**config.mk**
```make
export PLATFORM = sky130hd
export DESIGN_NAME = sap_cfg
export DESIGN_NICKNAME = d
export VERILOG_FILES = /design/src/sap_pkg.sv /design/src/sap_cfg.sv
export SDC_FILE = /design/constraint.sdc
export NUM_CORES = 1
export LEC_CHECK = 0
export ABC_CLOCK_PERIOD_IN_PS = 1400
export BUFFER_PORTS_ARGS = -buffer_cell sky130_fd_sc_hd__buf_2
export CORE_MARGIN = 5
export CORE_UTILIZATION = 53
export DETAILED_ROUTE_END_ITERATION = 12
export PLACE_DENSITY = 0.8
export SYNTH_ARGS = -nofsm -noshare
export SYNTH_HDL_FRONTEND = slang
export SYNTH_SLANG_ARGS = --single-unit
```
**constraint.sdc**
```tcl
create_clock -name clk -period 1.4 [get_ports clk]
set_input_delay 0.14 -clock clk [delete_from_list [all_inputs] [get_ports clk]]
set_output_delay 0.14 -clock clk [all_outputs]
set_load 0.1 [all_outputs]
```
**src/sap_pkg.sv**
```systemverilog
// ============================================================================
// sap_pkg - shared types and constants of the stereo all-pass phaser
// Holds the sizes, the register indexes, the sequencer states and the
// command and status bundles that pass between the controller and datapath.
// ============================================================================
`default_nettype none

package sap_pkg;

	// Number of all-pass stages held per channel.
	localparam int MAX_STAGES  = 12;
	// Width of an audio sample on the ports.
	localparam int SAMPLE_BITS = 24;
	// Width of the saturating internal state.
	localparam int STATE_W     = 32;
	// Bits needed to index one stage.
	localparam int STAGE_W     = (MAX_STAGES > 1) ? $clog2(MAX_STAGES) : 1;

	// Configuration port.
	localparam int CFG_IDX_W  = 3;
	localparam int CFG_DATA_W = 17;

	typedef enum logic [CFG_IDX_W-1:0] {
		REG_ALLPASS_COEF  = 3'd0,
		REG_FEEDBACK_GAIN = 3'd1,
		REG_STAGE_COUNT   = 3'd2,
		REG_WET_GAIN      = 3'd3,
		REG_DRY_GAIN      = 3'd4
	} cfg_reg_t;

	typedef struct packed {
		logic signed [16:0] allpass_coef;
		logic signed [15:0] feedback_gain;
		logic        [3:0]  stage_count;
		logic        [15:0] wet_gain;
		logic        [15:0] dry_gain;
	} cfg_t;

	// Sequencer states.
	typedef enum logic [3:0] {
		ST_IDLE,
		ST_FB_MUL,
		ST_FB_ADD,
		ST_STG_MUL,
		ST_STG_ADD,
		ST_DRY_MUL,
		ST_WET_MUL,
		ST_MIX_SUM,
		ST_PUBLISH
	} state_t;

	// Datapath operations, one per cycle unless the sequencer idles or waits for the output register.
	typedef enum logic [3:0] {
		OP_NONE,
		OP_FB_MUL,
		OP_FB_ADD,
		OP_STG_MUL,
		OP_STG_ADD,
		OP_DRY_MUL,
		OP_WET_MUL,
		OP_MIX_SUM,
		OP_PUBLISH
	} dp_op_t;

	typedef struct packed {
		dp_op_t             op;
		logic               ch;       // 0 = left, 1 = right
		logic [STAGE_W-1:0] stage;
		logic               load_in;  // capture a new input sample pair
	} dp_cmd_t;

	typedef struct packed {
		logic out_free;  // output register may be loaded this cycle
	} dp_sts_t;

endpackage

`default_nettype wire

```
**src/sap_cfg.sv**
```systemverilog
// ============================================================================
// sap_cfg - configuration registers
// Five write-only registers loaded from a plain write port. Writes to an
// index beyond the list are ignored.
// ============================================================================
`default_nettype none

module sap_cfg (
	input  wire logic                             clk,
	input  wire logic                             arst_n,
	input  wire logic                             cfg_we,
	input  wire logic [sap_pkg::CFG_IDX_W-1:0]    cfg_idx,
	input  wire logic [sap_pkg::CFG_DATA_W-1:0]   cfg_wdata,
	output sap_pkg::cfg_t                         cfg
);

	sap_pkg::cfg_t cfg_q;

	always_ff @(posedge clk or negedge arst_n) begin
		if (!arst_n) begin
			cfg_q.allpass_coef  <= -17'sd61800;
			cfg_q.feedback_gain <= 16'sd0;
			cfg_q.stage_count   <= 4'd12;
			cfg_q.wet_gain      <= 16'd16384;
			cfg_q.dry_gain      <= 16'd16384;
		end else if (cfg_we) begin
			case (cfg_idx)
				sap_pkg::REG_ALLPASS_COEF:  cfg_q.allpass_coef  <= $signed(cfg_wdata[16:0]);
				sap_pkg::REG_FEEDBACK_GAIN: cfg_q.feedback_gain <= $signed(cfg_wdata[15:0]);
				sap_pkg::REG_STAGE_COUNT:   cfg_q.stage_count   <= cfg_wdata[3:0];
				sap_pkg::REG_WET_GAIN:      cfg_q.wet_gain      <= cfg_wdata[15:0];
				sap_pkg::REG_DRY_GAIN:      cfg_q.dry_gain      <= cfg_wdata[15:0];
				default: begin
				end
			endcase
		end
	end

	assign cfg = cfg_q;

endmodule

`default_nettype wire

```
==> impl_metrics.ini <==
[clocking]
cts.path.max_buffers = 2
htreeDepth = 3
cts.sinks = 69
postCtsSetupBuffers = 0
cts.clk_slew.worst_paths_ns = 0.06
cts_tree = yes
insertion_delay_ns = 0.33
cts_root_buffer = clkbuf_8
cts_buffers = 9

[grt]
grt_max_degree = 27
grt_pass1_wl_um = 9453
overflow = 0
grt_use_total_pct = 19.89
antenna_found_initial = 0
grt_pass1_vias = 1789

[synthesis]
synth_top_family_by_area = multiplexers
yosys.area_share.simple_pct = 3.008
syn_inst = 149
postSynthAreaPerCell_um2 = 17.87
ys_warn_count = 0
ys_seq_area_share_pct = 65.37
ys_top_cells_by_area = dfrtp_1, mux2_2, dfstp_2
synthAdderAreaFrac_pct = 0
synth.area.mux_share_pct = 29.32
ys_types = 10
yosys.area.top_type = dfrtp_1
syn_nets = 172
netlist_area_mm2 = 0.002663
ys_seq_elements = 69
synthXorXnorAreaFrac_pct = 0
synth_compound_area_share_pct = 0
synth_top_area_share_pct = 54.51

[route]
vias = 1641
viasPerCell = 5.049
post-route-drc-count = 0
dr.pass1.iters = 6
drtIter0Drc = 83
drt-total-wl_um = 5808
drtAntennaViolNets = 0
wl_per_cell_um = 17.87

[floorplanning]
dieArea_mm2 = 0.006541
io_pins = 92
die_x_um = 80.88
num_rows = 25
initial_utilization_pct = 55.63
die_h_um = 80.88
fp.coreArea_mm2 = 0.004786

[sta]
setup_viol_count_final = 0
relSlewSlack_pct = 66.36
clock-skew-final_ns = 0
worst_slew_pin_slew_ns = 0.5081
fin_crit_ns = 1.291
tns_ns = 0
hold_viol = 0
clock.fmax_mhz = 774.8
slew_violations = 0
rsz0062_at_grt = no
period_share_pct = 92.19

[run]
cap_violations = 0

[critical_path]
r2r-start = cfg[52]
crit_family = flip-flops
slowest_delay_ns = 0.53
crit_required_ns = 1.26
slowest_stage = dfstp_2
cp.arrival_ns = 1.15
critPathLaunch = cfg[14]
worstSetupPathType = reg -> out
path_buf_inv = 1
cp_max_fo = 2
cp-end-kind = primary output
critical_path.cell_chain = buf_4
start_kind = flip-flop

[layout]
synthToLayoutAreaGrowth_pct = 33.88
fillers = 332
drive_above_1_share_pct = 75.58
seq_area_mm2 = 0.001740
layout.nets = 276
n_antenna_cell = 0
multiInputGateArea_um2 = 860.8
largest_reg_flops = 69

[min_path]
min_from = cfg_wdata[16]
hp-class = in -> reg

[place]
dp_hpwl_um = 4158
numPortBuffers = 91
gp_congestion = 0.7400

[status]
status = complete, no violations
cell usage after synthesis:
cell,number
mux2_2,68
dfstp_2,11
and4bb_4,1
nand4b_2,1
nor4b_4,1
buf_6,5
buf_2,1
mux2_4,1
and4bb_2,2
dfrtp_1,58
metrics by stage:
step	area [um^2]	hold WS, ns	setup slack, ns	std cells	utilization, %
5_1_grt	3565	0.04949	0.06970	325	74.48
4_1_cts	3565	0.04368	0.09262	325	74.48
3_3_place_gp	3373	0.1298	0.1425	308	70.48
2_1_floorplan	2663	-0.1556	0.1405	149	-
3_5_place_dp	3373	0.1335	0.1108	308	70.48
6_report	3565	0.05473	0.1093	325	74.48
cell families (layout without fill, tap and decap cells):
group	Yosys count	after routing
flip-flops	69	69
AND/OR/NAND/NOR	5	5
multiplexers	69	69
buffers and inverters	6	115
final cells by class:
type                       instances  share of cell area [%]
sequential                        69                   48.82
multi-input combinational         74                   24.15
timing repair buffer              99                   19.87
clock buffer                      15                   4.668
tap                               67                   2.352
clock inverter                     1                  0.1404
placed cells by master, fill, tap and decap left out:
| cell type | netlist | routed |
|---|---|---|
| nor4b_4 | 1 | 1 |
| buf_4 | 0 | 5 |
| dfrtp_1 | 58 | 58 |
| mux2_2 | 68 | 68 |
| clkinv_2 | 0 | 1 |
| buf_2 | 1 | 80 |
| clkbuf_1 | 0 | 4 |
| and4bb_2 | 2 | 2 |
| and4bb_4 | 1 | 1 |
| dlygate4sd3_1 | 0 | 1 |
| mux2_4 | 1 | 1 |
| buf_12 | 0 | 13 |
| dfstp_2 | 11 | 11 |
| clkbuf_8 | 0 | 11 |
| nand4b_2 | 1 | 1 |
repair_timing:
action,in CTS,in global routing
endpoints found under the setup margin,4,0
hold buffers,1,0
resized for setup,4,0
hold endpoints to repair,17,0
worst paths after layout:
path                       endpoint  slack (ns)  cells past startpoint
min                         cfg[68]        0.05                      2
max in group asynchronous   cfg[56]        0.51                      3
max reg2reg                 cfg[52]        0.62                      1
min reg2reg                  cfg[2]        0.50                      1
max                         cfg[14]        0.11                      1
min in group asynchronous   cfg[43]        0.30                      2
layer usage:
layer  GRT usage, %  vias up  part of all wire [%]
li1               -      744                     -
met1          25.24      838                    42
met2          32.43       52                    50
met3          4.989        7                   5.9
met4          8.615        0                   1.6
met5              0        -                     0
Power is not shown: default switching activity piles up to over one toggle a cycle in this logic, so the estimate is an artifact.
