$ cat src/sap_pkg.sv
// ============================================================================
// sap_pkg - shared types and constants of the stereo all-pass phaser
// Holds the sizes, the register indexes, the sequencer states and the
// command and status bundles that pass between the controller and datapath.
// ============================================================================
`default_nettype none

package sap_pkg;

	// Number of all-pass stages held per channel.
	localparam int MAX_STAGES  = 12;
	// Width of an audio sample on the ports.
	localparam int SAMPLE_BITS = 24;
	// Width of the saturating internal state.
	localparam int STATE_W     = 32;
	// Bits needed to index one stage.
	localparam int STAGE_W     = (MAX_STAGES > 1) ? $clog2(MAX_STAGES) : 1;

	// Configuration port.
	localparam int CFG_IDX_W  = 3;
	localparam int CFG_DATA_W = 17;

	typedef enum logic [CFG_IDX_W-1:0] {
		REG_ALLPASS_COEF  = 3'd0,
		REG_FEEDBACK_GAIN = 3'd1,
		REG_STAGE_COUNT   = 3'd2,
		REG_WET_GAIN      = 3'd3,
		REG_DRY_GAIN      = 3'd4
	} cfg_reg_t;

	typedef struct packed {
		logic signed [16:0] allpass_coef;
		logic signed [15:0] feedback_gain;
		logic        [3:0]  stage_count;
		logic        [15:0] wet_gain;
		logic        [15:0] dry_gain;
	} cfg_t;

	// Sequencer states.
	typedef enum logic [3:0] {
		ST_IDLE,
		ST_FB_MUL,
		ST_FB_ADD,
		ST_STG_MUL,
		ST_STG_ADD,
		ST_DRY_MUL,
		ST_WET_MUL,
		ST_MIX_SUM,
		ST_PUBLISH
	} state_t;

	// Datapath operations, one per cycle unless the sequencer idles or waits for the output register.
	typedef enum logic [3:0] {
		OP_NONE,
		OP_FB_MUL,
		OP_FB_ADD,
		OP_STG_MUL,
		OP_STG_ADD,
		OP_DRY_MUL,
		OP_WET_MUL,
		OP_MIX_SUM,
		OP_PUBLISH
	} dp_op_t;

	typedef struct packed {
		dp_op_t             op;
		logic               ch;       // 0 = left, 1 = right
		logic [STAGE_W-1:0] stage;
		logic               load_in;  // capture a new input sample pair
	} dp_cmd_t;

	typedef struct packed {
		logic out_free;  // output register may be loaded this cycle
	} dp_sts_t;

endpackage

`default_nettype wire

$ cat src/sap_ctrl.sv
// ============================================================================
// sap_ctrl - sequencer of the phaser
// Steps the datapath through feedback, the all-pass stages and the mix for
// the left and then the right channel, and hands the result pair over.
// ============================================================================
`default_nettype none

module sap_ctrl (
	input  wire logic                clk,
	input  wire logic                arst_n,
	input  wire logic                in_valid,
	output logic                     in_stall,
	input  wire logic [3:0]          stage_count,
	input  wire sap_pkg::dp_sts_t    sts,
	output sap_pkg::dp_cmd_t         cmd
);

	sap_pkg::state_t                  state_q, state_d;
	logic                             ch_q, ch_d;
	logic [sap_pkg::STAGE_W-1:0]      stg_q, stg_d;
	logic [sap_pkg::STAGE_W-1:0]      last_idx;

	// Index of the last stage in use: zero stages count as one, and the
	// count is clipped to the stages that exist.
	always_comb begin
		if (stage_count == 4'd0) begin
			last_idx = '0;
		end else if (int'(stage_count) > sap_pkg::MAX_STAGES) begin
			last_idx = sap_pkg::STAGE_W'(sap_pkg::MAX_STAGES - 1);
		end else begin
			last_idx = sap_pkg::STAGE_W'(stage_count - 4'd1);
		end
	end

	always_ff @(posedge clk or negedge arst_n) begin
		if (!arst_n) begin
			state_q <= sap_pkg::ST_IDLE;
			ch_q    <= 1'b0;
			stg_q   <= '0;
		end else begin
			state_q <= state_d;
			ch_q    <= ch_d;
			stg_q   <= stg_d;
		end
	end

	always_comb begin
		state_d     = state_q;
		ch_d        = ch_q;
		stg_d       = stg_q;
		cmd.op      = sap_pkg::OP_NONE;
		cmd.ch      = ch_q;
		cmd.stage   = stg_q;
		cmd.load_in = 1'b0;
		in_stall    = 1'b1;
		case (state_q)
			sap_pkg::ST_IDLE: begin
				in_stall    = 1'b0;
				cmd.load_in = in_valid;
				if (in_valid) begin
					ch_d    = 1'b0;
					state_d = sap_pkg::ST_FB_MUL;
				end
			end
			sap_pkg::ST_FB_MUL: begin
				cmd.op  = sap_pkg::OP_FB_MUL;
				state_d = sap_pkg::ST_FB_ADD;
			end
			sap_pkg::ST_FB_ADD: begin
				cmd.op  = sap_pkg::OP_FB_ADD;
				stg_d   = '0;
				state_d = sap_pkg::ST_STG_MUL;
			end
			sap_pkg::ST_STG_MUL: begin
				cmd.op  = sap_pkg::OP_STG_MUL;
				state_d = sap_pkg::ST_STG_ADD;
			end
			sap_pkg::ST_STG_ADD: begin
				cmd.op = sap_pkg::OP_STG_ADD;
				if (stg_q == last_idx) begin
					state_d = sap_pkg::ST_DRY_MUL;
				end else begin
					stg_d   = stg_q + 1'b1;
					state_d = sap_pkg::ST_STG_MUL;
				end
			end
			sap_pkg::ST_DRY_MUL: begin
				cmd.op  = sap_pkg::OP_DRY_MUL;
				state_d = sap_pkg::ST_WET_MUL;
			end
			sap_pkg::ST_WET_MUL: begin
				cmd.op  = sap_pkg::OP_WET_MUL;
				state_d = sap_pkg::ST_MIX_SUM;
			end
			sap_pkg::ST_MIX_SUM: begin
				cmd.op = sap_pkg::OP_MIX_SUM;
				if (ch_q == 1'b0) begin
					ch_d    = 1'b1;
					state_d = sap_pkg::ST_FB_MUL;
				end else begin
					state_d = sap_pkg::ST_PUBLISH;
				end
			end
			sap_pkg::ST_PUBLISH: begin
				if (sts.out_free) begin
					cmd.op  = sap_pkg::OP_PUBLISH;
					state_d = sap_pkg::ST_IDLE;
				end
			end
			default: begin
				state_d = sap_pkg::ST_IDLE;
			end
		endcase
	end

endmodule

`default_nettype wire

$ cat config.mk
export PLATFORM = sky130hd
export DESIGN_NAME = sap_ctrl
export DESIGN_NICKNAME = d
export VERILOG_FILES = /design/src/sap_pkg.sv /design/src/sap_ctrl.sv
export SDC_FILE = /design/constraint.sdc
export NUM_CORES = 1
export LEC_CHECK = 0
export BUFFER_PORTS_ARGS = -buffer_cell sky130_fd_sc_hd__buf_2
export CAP_MARGIN = 10
export CORE_MARGIN = 1
export CORE_UTILIZATION = 55
export DETAILED_ROUTE_END_ITERATION = 16
export GPL_TIMING_DRIVEN = 0
export PLACE_DENSITY = 0.82
export SETUP_SLACK_MARGIN = 0.4
export SYNTH_ARGS = -nofsm -noshare
export SYNTH_HDL_FRONTEND = slang
export SYNTH_SLANG_ARGS = --single-unit
$ cat constraint.sdc
create_clock -name clk -period 3.05 [get_ports clk]
set_clock_uncertainty 0.2 [all_clocks]
set_input_delay 0.1525 -clock clk [delete_from_list [all_inputs] [get_ports clk]]
set_output_delay 0.1525 -clock clk [all_outputs]
set_load 0.005 [all_outputs]
==> impl_metrics.xml, run 1 <==
<?xml version="1.0" encoding="UTF-8"?>
<metrics>
  <group name="final_layout">
    <metric name="area_growth_syn_to_layout" unit="%">20.5</metric>
    <metric name="share_of_cells_above_drive_strength_1" unit="">0.264</metric>
    <metric name="fin_cells" unit="">125</metric>
    <metric name="final.fill_count" unit="">97</metric>
    <metric name="final_nets" unit="">121</metric>
    <metric name="antenna_cells" unit="">0</metric>
  </group>
  <group name="detailed_routing">
    <metric name="drc" unit="">0</metric>
    <metric name="routed_wl" unit="um">1520</metric>
    <metric name="detail_route.iter0.violations" unit="">46</metric>
    <metric name="drt-vias-per-instance" unit="">5.64</metric>
    <metric name="ant_nets" unit="">0</metric>
    <metric name="drtPass1Iterations" unit="">4</metric>
    <metric name="routedWlPerCell" unit="um">12.2</metric>
    <metric name="via_count" unit="">705</metric>
  </group>
  <group name="worst_setup_path">
    <metric name="setup_slack_reg_to_reg" unit="ns">1.13</metric>
    <metric name="timing.critical_path.slowest_stage_cell" unit="">sky130_fd_sc_hd__nor2_1</metric>
    <metric name="critPathTopFamily" unit="">simple AND/OR/NAND/NOR gates</metric>
    <metric name="arrival" unit="ns">1.69</metric>
    <metric name="rr_worst_depth" unit="">6</metric>
    <metric name="critical_path.max_stage_delay" unit="ns">0.51</metric>
    <metric name="crit_path_start" unit="">state_q[0]$_DFFE_PN0P_</metric>
    <metric name="critical_path.endpoint_type" unit="">primary output</metric>
    <metric name="cp_num_cells" unit="">4</metric>
    <metric name="critical_path.max_fanout" unit="">9</metric>
    <metric name="critical_path.reg2reg.startpoint" unit="">stg_q[2]$_DFFE_PN0P_</metric>
    <metric name="startpoint_type" unit="">flop</metric>
    <metric name="worst-endpoint-required" unit="ns">2.70</metric>
    <metric name="crit_buf_inv" unit="">2</metric>
    <metric name="end_of_the_worst_register_to_register_path" unit="">stg_q[3]$_DFFE_PN0P_</metric>
    <metric name="critical_path_class" unit="">reg -&gt; out</metric>
    <metric name="worst_setup_path_endpoint" unit="">cmd[0]</metric>
    <metric name="worstPathCellList" unit="">clkbuf_1, nor2_1, and3_1, buf_2</metric>
  </group>
  <group name="synthesis">
    <metric name="top_flip_flop_cell_by_instance_count_after_synthesis" unit="">sky130_fd_sc_hd__dfrtp_1</metric>
    <metric name="synth_enable_flop_cells" unit="">0</metric>
    <metric name="synth_top_cell_by_area" unit="">sky130_fd_sc_hd__dfrtp_1</metric>
    <metric name="async_reset_ff_frac" unit="">1.00</metric>
    <metric name="synth_common_cells" unit="">10 x sky130_fd_sc_hd__nor2_1, 9 x sky130_fd_sc_hd__dfrtp_1, 8 x sky130_fd_sc_hd__nand2_1, 5 x sky130_fd_sc_hd__a21oi_1</metric>
    <metric name="yosysMostFrequentCell" unit="">sky130_fd_sc_hd__nor2_1</metric>
    <metric name="synthesis.area_per_instance" unit="um^2">8.80</metric>
    <metric name="synth_area_leaders" unit="">sky130_fd_sc_hd__dfrtp_1 30%, sky130_fd_sc_hd__mux2i_1 5.3%, sky130_fd_sc_hd__nor2_1 5.0%, sky130_fd_sc_hd__nand2_1 4.0%, sky130_fd_sc_hd__a221oi_4 3.5%</metric>
    <metric name="synth.yosys.warnings" unit="">0</metric>
    <metric name="ys_seq_elements" unit="">9</metric>
    <metric name="synth.yosys.seq_area_share" unit="">0.298</metric>
    <metric name="netlist.area_leader.share" unit="">0.298</metric>
    <metric name="synthesis.instances" unit="">86</metric>
    <metric name="synth_fp_nets" unit="">96</metric>
    <metric name="synth_cell_types" unit="">37</metric>
    <metric name="netlist_area" unit="um^2">757</metric>
  </group>
  <group name="cts">
    <metric name="cts.htree.levels" unit="">1</metric>
    <metric name="clk_pin_slew_worst_setup_hold_paths" unit="ns">0.06</metric>
    <metric name="cts.root.buffer_cell" unit="">sky130_fd_sc_hd__clkbuf_4</metric>
    <metric name="number_of_buffers_created_by_cts" unit="">3</metric>
    <metric name="cts_tree" unit="">built</metric>
    <metric name="cts-resized-gates" unit="">0</metric>
    <metric name="max-clock-path-buffers" unit="">2</metric>
    <metric name="cts_setup_buffers" unit="">0</metric>
    <metric name="clkLatencyLatePin" unit="ns">0.26</metric>
    <metric name="tritoncts_num_sinks" unit="">9</metric>
    <metric name="postCtsHoldBufs" unit="">2</metric>
  </group>
  <group name="global_route">
    <metric name="grt_start_max_net_pins" unit="">11</metric>
    <metric name="global_route_wire_length_before_repair" unit="um">2240</metric>
    <metric name="grt_antenna_before_repair" unit="">0</metric>
    <metric name="grt_util_all_layers" unit="">0.223</metric>
    <metric name="first_global_vias" unit="">487</metric>
    <metric name="grt_total_ovfl" unit="">0</metric>
  </group>
  <group name="floorplanning">
    <metric name="floorplan.core_area" unit="mm^2">0.00128</metric>
    <metric name="start_util" unit="">0.589</metric>
    <metric name="placementRows" unit="">13</metric>
    <metric name="io-pin-count" unit="">19</metric>
    <metric name="die_height" unit="um">39.1</metric>
    <metric name="die_w" unit="um">39.1</metric>
    <metric name="dieArea" unit="mm^2">0.00153</metric>
  </group>
  <group name="placed_design">
    <metric name="port_buffers" unit="">18</metric>
    <metric name="place.detailed.instances" unit="">119</metric>
    <metric name="place.gp.congestion" unit="">0.873</metric>
    <metric name="post-dp-hpwl" unit="um">1140</metric>
  </group>
  <group name="power_and_ir_drop">
    <metric name="netSwitchingFraction" unit="">0.441</metric>
    <metric name="max-vdd-ir-drop" unit="uV">553</metric>
    <metric name="power_switching" unit="W">0.000292</metric>
    <metric name="power.density_cell_area" unit="mW/mm^2">724</metric>
    <metric name="cellLeakagePower" unit="nW">0.455</metric>
    <metric name="internal_power" unit="W">0.000369</metric>
    <metric name="power.clock.fraction" unit="">0.136</metric>
    <metric name="seq_power_share" unit="">0.299</metric>
    <metric name="logic_pwr_share" unit="">0.566</metric>
  </group>
  <group name="sta">
    <metric name="fin_crit" unit="ns">2.04</metric>
    <metric name="finalSetupTns" unit="ns">0</metric>
    <metric name="fin_worst_hold_slack" unit="ns">0.0724</metric>
    <metric name="timing.final.crit_share" unit="">0.669</metric>
    <metric name="fmax" unit="MHz">490</metric>
    <metric name="worst_pin_slew" unit="ns">0.587</metric>
    <metric name="grt_setup_unrepaired" unit="">no</metric>
    <metric name="setup_violations" unit="">0</metric>
    <metric name="relSlewSlack" unit="">0.607</metric>
    <metric name="report.final.slew_viol_count" unit="">0</metric>
    <metric name="final_hold_viol_count" unit="">0</metric>
  </group>
  <group name="run">
    <metric name="max_cap_viol_count" unit="">0</metric>
  </group>
  <group name="run_status">
    <metric name="status" unit="">completed</metric>
  </group>
  <group name="worst_hold_path">
    <metric name="hold_path.class" unit="">in -&gt; async</metric>
  </group>
</metrics>
sequential cells by signal (all words and copies together), names as in the netlist:
| register | count |
|---|---|
| ch_q | 1 |
| stg_q | 4 |
| state_q | 4 |
per-stage QoR:
stage	power [W]	area, um^2	util	worst slack, ns
floorplan	0.000466	757	-	1.25
global placement	0.000563	866	0.674	1.02
detailed placement	0.000573	866	0.674	0.938
CTS	0.000668	912	0.710	1.02
global route	0.000731	912	0.710	0.876
finish	0.000661	912	0.710	1.01
routing by layer:
metal / GRT usage / wire (um) / up-vias
met2: 0.304 / 720 / 24
met1: 0.324 / 714 / 322
met4: 0.0259 / 0 / 0
li1: - / - / 359
met3: 0.104 / 89 / 0
met5: 0 / 0 / -
kinds of logic after synthesis:
| logic type | Yosys count | synth area share |
|---|---|---|
| flops | 9 | 0.298 |
| fa+ha+maj | 2 | 0.0331 |
| mux | 4 | 0.0529 |
| compound gates | 21 | 0.255 |
| buf+inv | 9 | 0.0512 |
| simple gates | 38 | 0.266 |
| xor+xnor | 3 | 0.0446 |
worst reg2reg max path, delay by kind of cell, from the launching register on:
kind	cells	cell delay (ns)
muxes	1	0.22
AOI/OAI and AO/OA	3	0.77
and+or+nand+nor	1	0.12
DFF	1	0.37
buffers and inverters	1	0.17
worst min-delay path by stage:
stage	endpoint	slack, ns	cells after the start
6_report	stg_q[1]$_DFFE_PN0P_	0.07	2
5_1_grt	state_q[2]$_DFFE_PN0P_	0.09	2
4_1_cts	state_q[3]$_DFFE_PN0P_	0.07	2
3_5_place_dp	state_q[3]$_DFFE_PN0P_	-0.18	1
3_3_place_gp	state_q[3]$_DFFE_PN0P_	-0.19	1
2_1_floorplan	ch_q$_DFFE_PN0P_	-0.34	0
power groups by stage:
stage / Clock [W] / Combinational, W / Sequential, W
finish: 0.0000896 / 0.000374 / 0.000197
global route: 0.000102 / 0.000425 / 0.000204
CTS: 0.0000941 / 0.000377 / 0.000197
detailed placement: 0 / 0.000373 / 0.000199
global placement: 0 / 0.000365 / 0.000198
floorplan: 0 / 0.000276 / 0.000190
final cells by class:
| cell class | count | area [um^2] | share of cell area |
|---|---|---|---|
| Inverter | 4 | 15.0 | 0.0165 |
| Tap cell | 15 | 18.8 | 0.0206 |
| Buffer | 5 | 23.8 | 0.0261 |
| Clock buffer | 4 | 26.3 | 0.0288 |
| Sequential cell | 9 | 225 | 0.247 |
| Timing Repair Buffer | 20 | 110 | 0.121 |
| Multi-Input combinational cell | 68 | 493 | 0.540 |
placed cells by master, fill, tap and decap left out, types with 2 or more instances in the layout:
cell	Yosys	layout
sky130_fd_sc_hd__a21oi_1	5	5
sky130_fd_sc_hd__a31oi_1	2	2
sky130_fd_sc_hd__and3_1	3	3
sky130_fd_sc_hd__buf_2	1	19
sky130_fd_sc_hd__clkbuf_1	3	4
sky130_fd_sc_hd__clkbuf_4	0	3
sky130_fd_sc_hd__dfrtp_1	9	9
sky130_fd_sc_hd__dlygate4sd3_1	0	2
sky130_fd_sc_hd__ha_1	2	2
sky130_fd_sc_hd__inv_1	4	4
sky130_fd_sc_hd__mux2i_1	4	4
sky130_fd_sc_hd__nand2_1	8	8
sky130_fd_sc_hd__nand2b_1	2	2
sky130_fd_sc_hd__nand3_1	2	2
sky130_fd_sc_hd__nor2_1	10	10
sky130_fd_sc_hd__nor2b_1	3	3
sky130_fd_sc_hd__nor3_1	2	2
sky130_fd_sc_hd__nor4b_1	2	2
sky130_fd_sc_hd__o21ai_0	2	2
sky130_fd_sc_hd__o31ai_1	3	3
No activity file was read; power rests on OpenSTA's default activity.
==> inputs of run 2 (changes only) <==
--- a/config.mk
+++ b/config.mk
@@ -8,10 +8,10 @@
 export BUFFER_PORTS_ARGS = -buffer_cell sky130_fd_sc_hd__buf_2
 export CAP_MARGIN = 10
 export CORE_MARGIN = 1
-export CORE_UTILIZATION = 55
+export CORE_UTILIZATION = 51
 export DETAILED_ROUTE_END_ITERATION = 16
 export GPL_TIMING_DRIVEN = 0
-export PLACE_DENSITY = 0.82
+export PLACE_DENSITY = 0.77
 export SETUP_SLACK_MARGIN = 0.4
 export SYNTH_ARGS = -nofsm -noshare
 export SYNTH_HDL_FRONTEND = slang
==> constraint.sdc (replaced) <==
create_clock -name clk -period 2.03 [get_ports clk]
set_clock_uncertainty 0.2 [all_clocks]
set_input_delay 0.1015 -clock clk [delete_from_list [all_inputs] [get_ports clk]]
set_output_delay 0.1015 -clock clk [all_outputs]
set_load 0.005 [all_outputs]
==> run 2 against run 1 <==
  * Via count up 8.5%
  * First-iteration DRC count down 63%
  * Design area up 22%
  * Sequential share of layout area down 4.3 points
  * Worst setup slack worse by 0.82 ns
  * Highest routed layer is now met4
  * Sequential power up 64%
  * Critical path depth up 2
  * Register-to-register slack worse by 0.94 ns
  * Routed wire length up 30%
==> impl_metrics.xml, run 2 (synthesized netlist as in run 1, its figures left out) <==
<?xml version="1.0" encoding="UTF-8"?>
<metrics>
  <group name="final_layout">
    <metric name="share_of_cells_above_drive_strength_1" unit="">0.445</metric>
    <metric name="multi_input_area" unit="um^2">568</metric>
    <metric name="biggest_regs" unit="">state_q: 4 flops, stg_q: 4 flops, ch_q: 1 flops</metric>
    <metric name="antenna_cells" unit="">0</metric>
    <metric name="final_nets" unit="">130</metric>
    <metric name="layout.area.seq" unit="um^2">226</metric>
    <metric name="layout_common_cells" unit="">18 x sky130_fd_sc_hd__buf_2, 8 x sky130_fd_sc_hd__nor2_1, 8 x sky130_fd_sc_hd__nand2_1, 8 x sky130_fd_sc_hd__dfrtp_1, 7 x sky130_fd_sc_hd__buf_4</metric>
    <metric name="area_growth_syn_to_layout" unit="%">46.9</metric>
    <metric name="final_common_cell" unit="">sky130_fd_sc_hd__buf_2</metric>
    <metric name="final.fill_count" unit="">75</metric>
  </group>
  <group name="sta">
    <metric name="final_hold_viol_count" unit="">0</metric>
    <metric name="grt_setup_unrepaired" unit="">yes</metric>
    <metric name="finalSetupTns" unit="ns">0</metric>
    <metric name="worst_pin_slew" unit="ns">0.511</metric>
    <metric name="report.final.slew_viol_count" unit="">0</metric>
    <metric name="timing.final.crit_share" unit="">0.904</metric>
    <metric name="fmax" unit="MHz">545</metric>
    <metric name="fin_crit" unit="ns">1.84</metric>
    <metric name="relSlewSlack" unit="">0.658</metric>
    <metric name="setup_violations" unit="">0</metric>
  </group>
  <group name="worst_setup_path">
    <metric name="critical_path.endpoint_type" unit="">flop</metric>
    <metric name="setup_slack_reg_to_reg" unit="ns">0.19</metric>
    <metric name="critical_path.max_fanout" unit="">6</metric>
    <metric name="critical_path_class" unit="">reg -&gt; reg</metric>
    <metric name="arrival" unit="ns">1.83</metric>
    <metric name="end_of_the_worst_register_to_register_path" unit="">stg_q[0]$_DFFE_PN0P_</metric>
    <metric name="startpoint_type" unit="">flop</metric>
    <metric name="critical_path.reg2reg.startpoint" unit="">stg_q[2]$_DFFE_PN0P_</metric>
    <metric name="rr_worst_depth" unit="">6</metric>
    <metric name="worst-endpoint-required" unit="ns">2.02</metric>
  </group>
  <group name="power_and_ir_drop">
    <metric name="max-vdd-ir-drop" unit="uV">795</metric>
    <metric name="power.density_cell_area" unit="mW/mm^2">1150</metric>
    <metric name="cellLeakagePower" unit="nW">0.536</metric>
    <metric name="total_power" unit="W">0.00128</metric>
  </group>
  <group name="floorplanning">
    <metric name="dieArea" unit="mm^2">0.00164</metric>
    <metric name="die_height" unit="um">40.5</metric>
    <metric name="die_w" unit="um">40.5</metric>
    <metric name="placementRows" unit="">13</metric>
    <metric name="floorplan.core_area" unit="mm^2">0.00133</metric>
    <metric name="io-pin-count" unit="">19</metric>
    <metric name="start_util" unit="">0.568</metric>
  </group>
  <group name="cts">
    <metric name="cts_tree" unit="">built</metric>
    <metric name="clkLatencyLatePin" unit="ns">0.27</metric>
    <metric name="number_of_buffers_created_by_cts" unit="">3</metric>
    <metric name="cts.root.buffer_cell" unit="">sky130_fd_sc_hd__clkbuf_4</metric>
    <metric name="cts.htree.levels" unit="">1</metric>
    <metric name="tritoncts_num_sinks" unit="">9</metric>
    <metric name="clk_pin_slew_worst_setup_hold_paths" unit="ns">0.06</metric>
    <metric name="max-clock-path-buffers" unit="">2</metric>
  </group>
  <group name="global_route">
    <metric name="grt_antenna_before_repair" unit="">0</metric>
    <metric name="grt_util_met1" unit="">0.349</metric>
    <metric name="grt_start_max_net_pins" unit="">11</metric>
    <metric name="grt_util_met3" unit="">0.0889</metric>
    <metric name="grt_util_all_layers" unit="">0.270</metric>
    <metric name="first_global_vias" unit="">620</metric>
    <metric name="global_route_wire_length_before_repair" unit="um">2850</metric>
    <metric name="global_route.peak_usage_layer" unit="">met2</metric>
    <metric name="grt_total_ovfl" unit="">0</metric>
    <metric name="globalRouteMet2Util" unit="">0.413</metric>
  </group>
  <group name="detailed_routing">
    <metric name="drc" unit="">0</metric>
    <metric name="ant_nets" unit="">0</metric>
    <metric name="drtPass1Iterations" unit="">4</metric>
    <metric name="routed_wl" unit="um">1980</metric>
    <metric name="via_count" unit="">765</metric>
    <metric name="routedWlPerCell" unit="um">14.8</metric>
    <metric name="drt-vias-per-instance" unit="">5.71</metric>
    <metric name="detail_route.iter0.violations" unit="">17</metric>
  </group>
  <group name="placed_design">
    <metric name="place.gp.congestion" unit="">0.781</metric>
    <metric name="post-dp-hpwl" unit="um">1190</metric>
    <metric name="port_buffers" unit="">18</metric>
  </group>
  <group name="worst_hold_path">
    <metric name="hold_path.class" unit="">in -&gt; async</metric>
  </group>
  <group name="run">
    <metric name="max_cap_viol_count" unit="">0</metric>
  </group>
  <group name="run_status">
    <metric name="status" unit="">completed</metric>
  </group>
</metrics>
[run 2: worst max-delay path by stage]
| stage | startpoint | end | cells past startpoint |
|---|---|---|---|
| 2_1_floorplan | stg_q[2]$_DFFE_PN0P_ | stg_q[0]$_DFFE_PN0P_ | 6 |
| 3_3_place_gp | stage_count[0] | stg_q[0]$_DFFE_PN0P_ | 8 |
| 3_5_place_dp | stage_count[0] | stg_q[0]$_DFFE_PN0P_ | 8 |
| 4_1_cts | stg_q[2]$_DFFE_PN0P_ | stg_q[0]$_DFFE_PN0P_ | 6 |
| 5_1_grt | stg_q[1]$_DFFE_PN0P_ | stg_q[0]$_DFFE_PN0P_ | 4 |
| 6_report | stg_q[2]$_DFFE_PN0P_ | stg_q[0]$_DFFE_PN0P_ | 6 |
[run 2: metal layers]
layer,vias to the layer above,share of wire
met2,13,0.49
li1,379,-
met4,0,0.011
met5,-,0
met1,369,0.47
met3,4,0.034
[run 2: stage by stage]
stage	utilization	std cells	setup slack (ns)	area, um^2	hold slack (ns)
floorplan	-	86	0.248	782	-0.394
global placement	0.668	119	0.0540	891	-0.236
detailed placement	0.668	119	0.0227	891	-0.234
CTS	0.773	130	0.203	1030	0.0159
global route	0.834	134	0.140	1110	0.0900
finish	0.834	134	0.194	1110	0.0451
[run 2: cell type report]
class	count	area share
multi-input cells	68	0.511
flip-flops and latches	9	0.204
repair buffers	29	0.184
plain buffers	5	0.0472
clock buffers	4	0.0236
well taps	15	0.0169
inverters	4	0.0135
[run 2: what timing repair did]
item                                    CTS  global route
gates cloned                              0             0
hold buffers                              3             0
resized for setup                        12            17
endpoints found under the hold margin    11             0
pin swaps                                 3             2
endpoints found under the setup margin   11            10
buffers inserted                          4             4
[run 2: report_power, final]
part           internal, W  switching [W]  total [W]
combinational     0.000412       0.000402   0.000815
clock            0.0000759      0.0000648   0.000141
sequential        0.000238      0.0000844   0.000323
total             0.000727       0.000551    0.00128
[run 2: critical path, cell delays in order (launching register included)]
cell                       delay [ns]
sky130_fd_sc_hd__dfrtp_1         0.39
sky130_fd_sc_hd__buf_6           0.14
sky130_fd_sc_hd__o21bai_1        0.12
sky130_fd_sc_hd__a31oi_1         0.06
sky130_fd_sc_hd__o32a_4          0.38
sky130_fd_sc_hd__o311ai_4        0.26
sky130_fd_sc_hd__mux2i_1         0.21
==> inputs of run 3 (changes only) <==
--- a/config.mk
+++ b/config.mk
@@ -5,13 +5,15 @@
 export SDC_FILE = /design/constraint.sdc
 export NUM_CORES = 1
 export LEC_CHECK = 0
-export BUFFER_PORTS_ARGS = -buffer_cell sky130_fd_sc_hd__buf_2
+export BUFFER_PORTS_ARGS = -buffer_cell sky130_fd_sc_hd__buf_4
 export CAP_MARGIN = 10
+export CELL_PAD_IN_SITES_DETAIL_PLACEMENT = 0
+export CELL_PAD_IN_SITES_GLOBAL_PLACEMENT = 1
 export CORE_MARGIN = 1
-export CORE_UTILIZATION = 51
+export CORE_UTILIZATION = 38
 export DETAILED_ROUTE_END_ITERATION = 16
 export GPL_TIMING_DRIVEN = 0
-export PLACE_DENSITY = 0.77
+export PLACE_DENSITY_LB_ADDON = 0.1
 export SETUP_SLACK_MARGIN = 0.4
 export SYNTH_ARGS = -nofsm -noshare
 export SYNTH_HDL_FRONTEND = slang
==> run 3 against run 2 <==
  * Total power down 8.9%
  * Clock-buffer cell count unchanged
  * Critical path depth is the same
  * Combinational power is 12% lower
  * Utilization decreased by 22 points
  * Via count decreased by 4.1%
  * Largest cell class unchanged
  * Largest power group unchanged
  * Die area rose by 32%
  * Fmax shrank 1.1%
  * Register-to-register slack got worse by 0.02 ns
==> impl_metrics.xml, run 3 (synthesized netlist as in run 1, its figures left out) <==
<?xml version="1.0" encoding="UTF-8"?>
<metrics>
  <group name="sta">
    <metric name="final_hold_viol_count" unit="">0</metric>
    <metric name="finalSetupTns" unit="ns">0</metric>
    <metric name="fmax" unit="MHz">539</metric>
    <metric name="grt_setup_unrepaired" unit="">yes</metric>
    <metric name="timing.final.crit_share" unit="">0.914</metric>
    <metric name="fin_crit" unit="ns">1.86</metric>
    <metric name="relSlewSlack" unit="">0.683</metric>
    <metric name="worst_pin_slew" unit="ns">0.473</metric>
    <metric name="report.final.slew_viol_count" unit="">0</metric>
    <metric name="setup_violations" unit="">0</metric>
  </group>
  <group name="global_route">
    <metric name="first_global_vias" unit="">639</metric>
    <metric name="grt_util_all_layers" unit="">0.181</metric>
    <metric name="global_route_wire_length_before_repair" unit="um">2720</metric>
    <metric name="grt_total_ovfl" unit="">0</metric>
    <metric name="grt_start_max_net_pins" unit="">11</metric>
    <metric name="grt_antenna_before_repair" unit="">0</metric>
  </group>
  <group name="worst_setup_path">
    <metric name="worstPathCellList" unit="">buf_6, nor2b_4, a211oi_2, o32a_4, o311ai_4, mux2i_1</metric>
    <metric name="critical_path.max_stage_delay" unit="ns">0.42</metric>
    <metric name="critical_path.endpoint_type" unit="">flop</metric>
    <metric name="rr_worst_depth" unit="">6</metric>
    <metric name="setup_slack_reg_to_reg" unit="ns">0.17</metric>
    <metric name="arrival" unit="ns">1.84</metric>
    <metric name="startpoint_type" unit="">flop</metric>
    <metric name="timing.critical_path.slowest_stage_cell" unit="">sky130_fd_sc_hd__o32a_4</metric>
    <metric name="critical_path.max_fanout" unit="">6</metric>
    <metric name="worst-endpoint-required" unit="ns">2.02</metric>
    <metric name="critical_path_class" unit="">reg -&gt; reg</metric>
  </group>
  <group name="placed_design">
    <metric name="post-dp-hpwl" unit="um">1230</metric>
    <metric name="placement.cell_area" unit="um^2">948</metric>
    <metric name="place.gp.congestion" unit="">0.754</metric>
    <metric name="port_buffers" unit="">18</metric>
  </group>
  <group name="power_and_ir_drop">
    <metric name="cellLeakagePower" unit="nW">0.520</metric>
    <metric name="total_power" unit="W">0.00116</metric>
    <metric name="max-vdd-ir-drop" unit="uV">754</metric>
    <metric name="power.density_cell_area" unit="mW/mm^2">1060</metric>
  </group>
  <group name="final_layout">
    <metric name="final_nets" unit="">128</metric>
    <metric name="final_cell_area" unit="mm^2">0.00110</metric>
    <metric name="final.fill_count" unit="">175</metric>
    <metric name="layout_common_cells" unit="">25 x sky130_fd_sc_hd__buf_4, 9 x sky130_fd_sc_hd__nor2_1, 8 x sky130_fd_sc_hd__nand2_1, 8 x sky130_fd_sc_hd__dfrtp_1, 5 x sky130_fd_sc_hd__a21oi_1</metric>
    <metric name="biggest_regs" unit="">state_q: 4 flops, stg_q: 4 flops, ch_q: 1 flops</metric>
    <metric name="share_of_cells_above_drive_strength_1" unit="">0.402</metric>
    <metric name="final_core_utilization" unit="">0.612</metric>
    <metric name="final_common_cell" unit="">sky130_fd_sc_hd__buf_4</metric>
    <metric name="area_growth_syn_to_layout" unit="%">45.6</metric>
    <metric name="multi_input_area" unit="um^2">554</metric>
    <metric name="layout.area.seq" unit="um^2">226</metric>
    <metric name="antenna_cells" unit="">0</metric>
  </group>
  <group name="cts">
    <metric name="tritoncts_num_sinks" unit="">9</metric>
    <metric name="cts_tree" unit="">built</metric>
    <metric name="cts.root.buffer_cell" unit="">sky130_fd_sc_hd__clkbuf_4</metric>
    <metric name="clk_pin_slew_worst_setup_hold_paths" unit="ns">0.06</metric>
    <metric name="cts.htree.levels" unit="">1</metric>
    <metric name="clkLatencyLatePin" unit="ns">0.26</metric>
    <metric name="max-clock-path-buffers" unit="">2</metric>
    <metric name="number_of_buffers_created_by_cts" unit="">3</metric>
  </group>
  <group name="worst_hold_path">
    <metric name="min_delay_path_depth" unit="">5</metric>
    <metric name="hold_path.class" unit="">in -&gt; reg</metric>
  </group>
  <group name="floorplanning">
    <metric name="placementRows" unit="">15</metric>
    <metric name="floorplan.core_area" unit="mm^2">0.00180</metric>
    <metric name="die_height" unit="um">46.6</metric>
    <metric name="start_util" unit="">0.420</metric>
    <metric name="dieArea" unit="mm^2">0.00217</metric>
    <metric name="io-pin-count" unit="">19</metric>
    <metric name="die_w" unit="um">46.6</metric>
  </group>
  <group name="run_status">
    <metric name="status" unit="">completed</metric>
  </group>
  <group name="detailed_routing">
    <metric name="drtPass1Iterations" unit="">4</metric>
    <metric name="routedWlPerCell" unit="um">12.9</metric>
    <metric name="drt-vias-per-instance" unit="">5.17</metric>
    <metric name="drc" unit="">0</metric>
    <metric name="routed_wl" unit="um">1840</metric>
    <metric name="via_count" unit="">734</metric>
    <metric name="ant_nets" unit="">0</metric>
    <metric name="detail_route.iter0.violations" unit="">21</metric>
  </group>
  <group name="run">
    <metric name="max_cap_viol_count" unit="">0</metric>
  </group>
</metrics>
## run 3: cell types whose count changed in the layout (fill, tap and decap cells not counted), sizes merged
cell / delta
clkbuf: +1
dlygate4sd3: +1
buf: -4
## run 3: worst paths after layout
check | start | endpoint
min | stage_count[3] | stg_q[3]$_DFFE_PN0P_
max reg2reg | stg_q[2]$_DFFE_PN0P_ | stg_q[0]$_DFFE_PN0P_
max | stg_q[2]$_DFFE_PN0P_ | stg_q[0]$_DFFE_PN0P_
min in group asynchronous | arst_n | state_q[2]$_DFFE_PN0P_
max in group asynchronous | arst_n | stg_q[1]$_DFFE_PN0P_
min reg2reg | stg_q[3]$_DFFE_PN0P_ | stg_q[3]$_DFFE_PN0P_
## run 3: area by class of cell
class	count	area share
sequential	9	0.205
tap	25	0.0284
timing repair buffer	27	0.193
buffer	5	0.0329
multi-input combinational	68	0.503
clock buffer	4	0.0238
inverter	4	0.0136
## run 3: critical path: cells and delay by family, from the launching register on
kind | cells | cell delay [ns]
AO/OA/AOI/OAI | 3 | 0.74
buffers and inverters | 1 | 0.14
flip-flops | 1 | 0.39
multiplexers | 1 | 0.22
AND/OR/NAND/NOR | 1 | 0.10
## run 3: what timing repair did
item,CTS,global route
pin swaps,2,2
buffers inserted,2,3
hold buffers,4,0
endpoints found under the setup margin,11,9
hold endpoints to repair,11,0
resized for setup,12,6
## run 3: per-stage QoR
step	hold slack, ns	instances	setup WS, ns
6_report	0.349	142	0.175
5_1_grt	0.368	142	0.115
4_1_cts	0.343	139	0.178
3_5_place_dp	-0.268	129	-0.00420
3_3_place_gp	-0.268	129	0.0270
2_1_floorplan	-0.394	86	0.248
## run 3: power by group
group          internal (W)  leakage [nW]  total (W)  switching, W
clock             0.0000757        0.0150   0.000137     0.0000613
combinational      0.000347         0.390   0.000716      0.000369
sequential         0.000238         0.115   0.000311     0.0000728
## run 3: layer usage
layer | global-route usage | wire length [um] | up-vias
met5 | 0 | 0 | -
met4 | 0.0343 | 10 | 0
met3 | 0.0588 | 71 | 2
met2 | 0.289 | 883 | 15
met1 | 0.238 | 871 | 344
li1 | - | - | 373
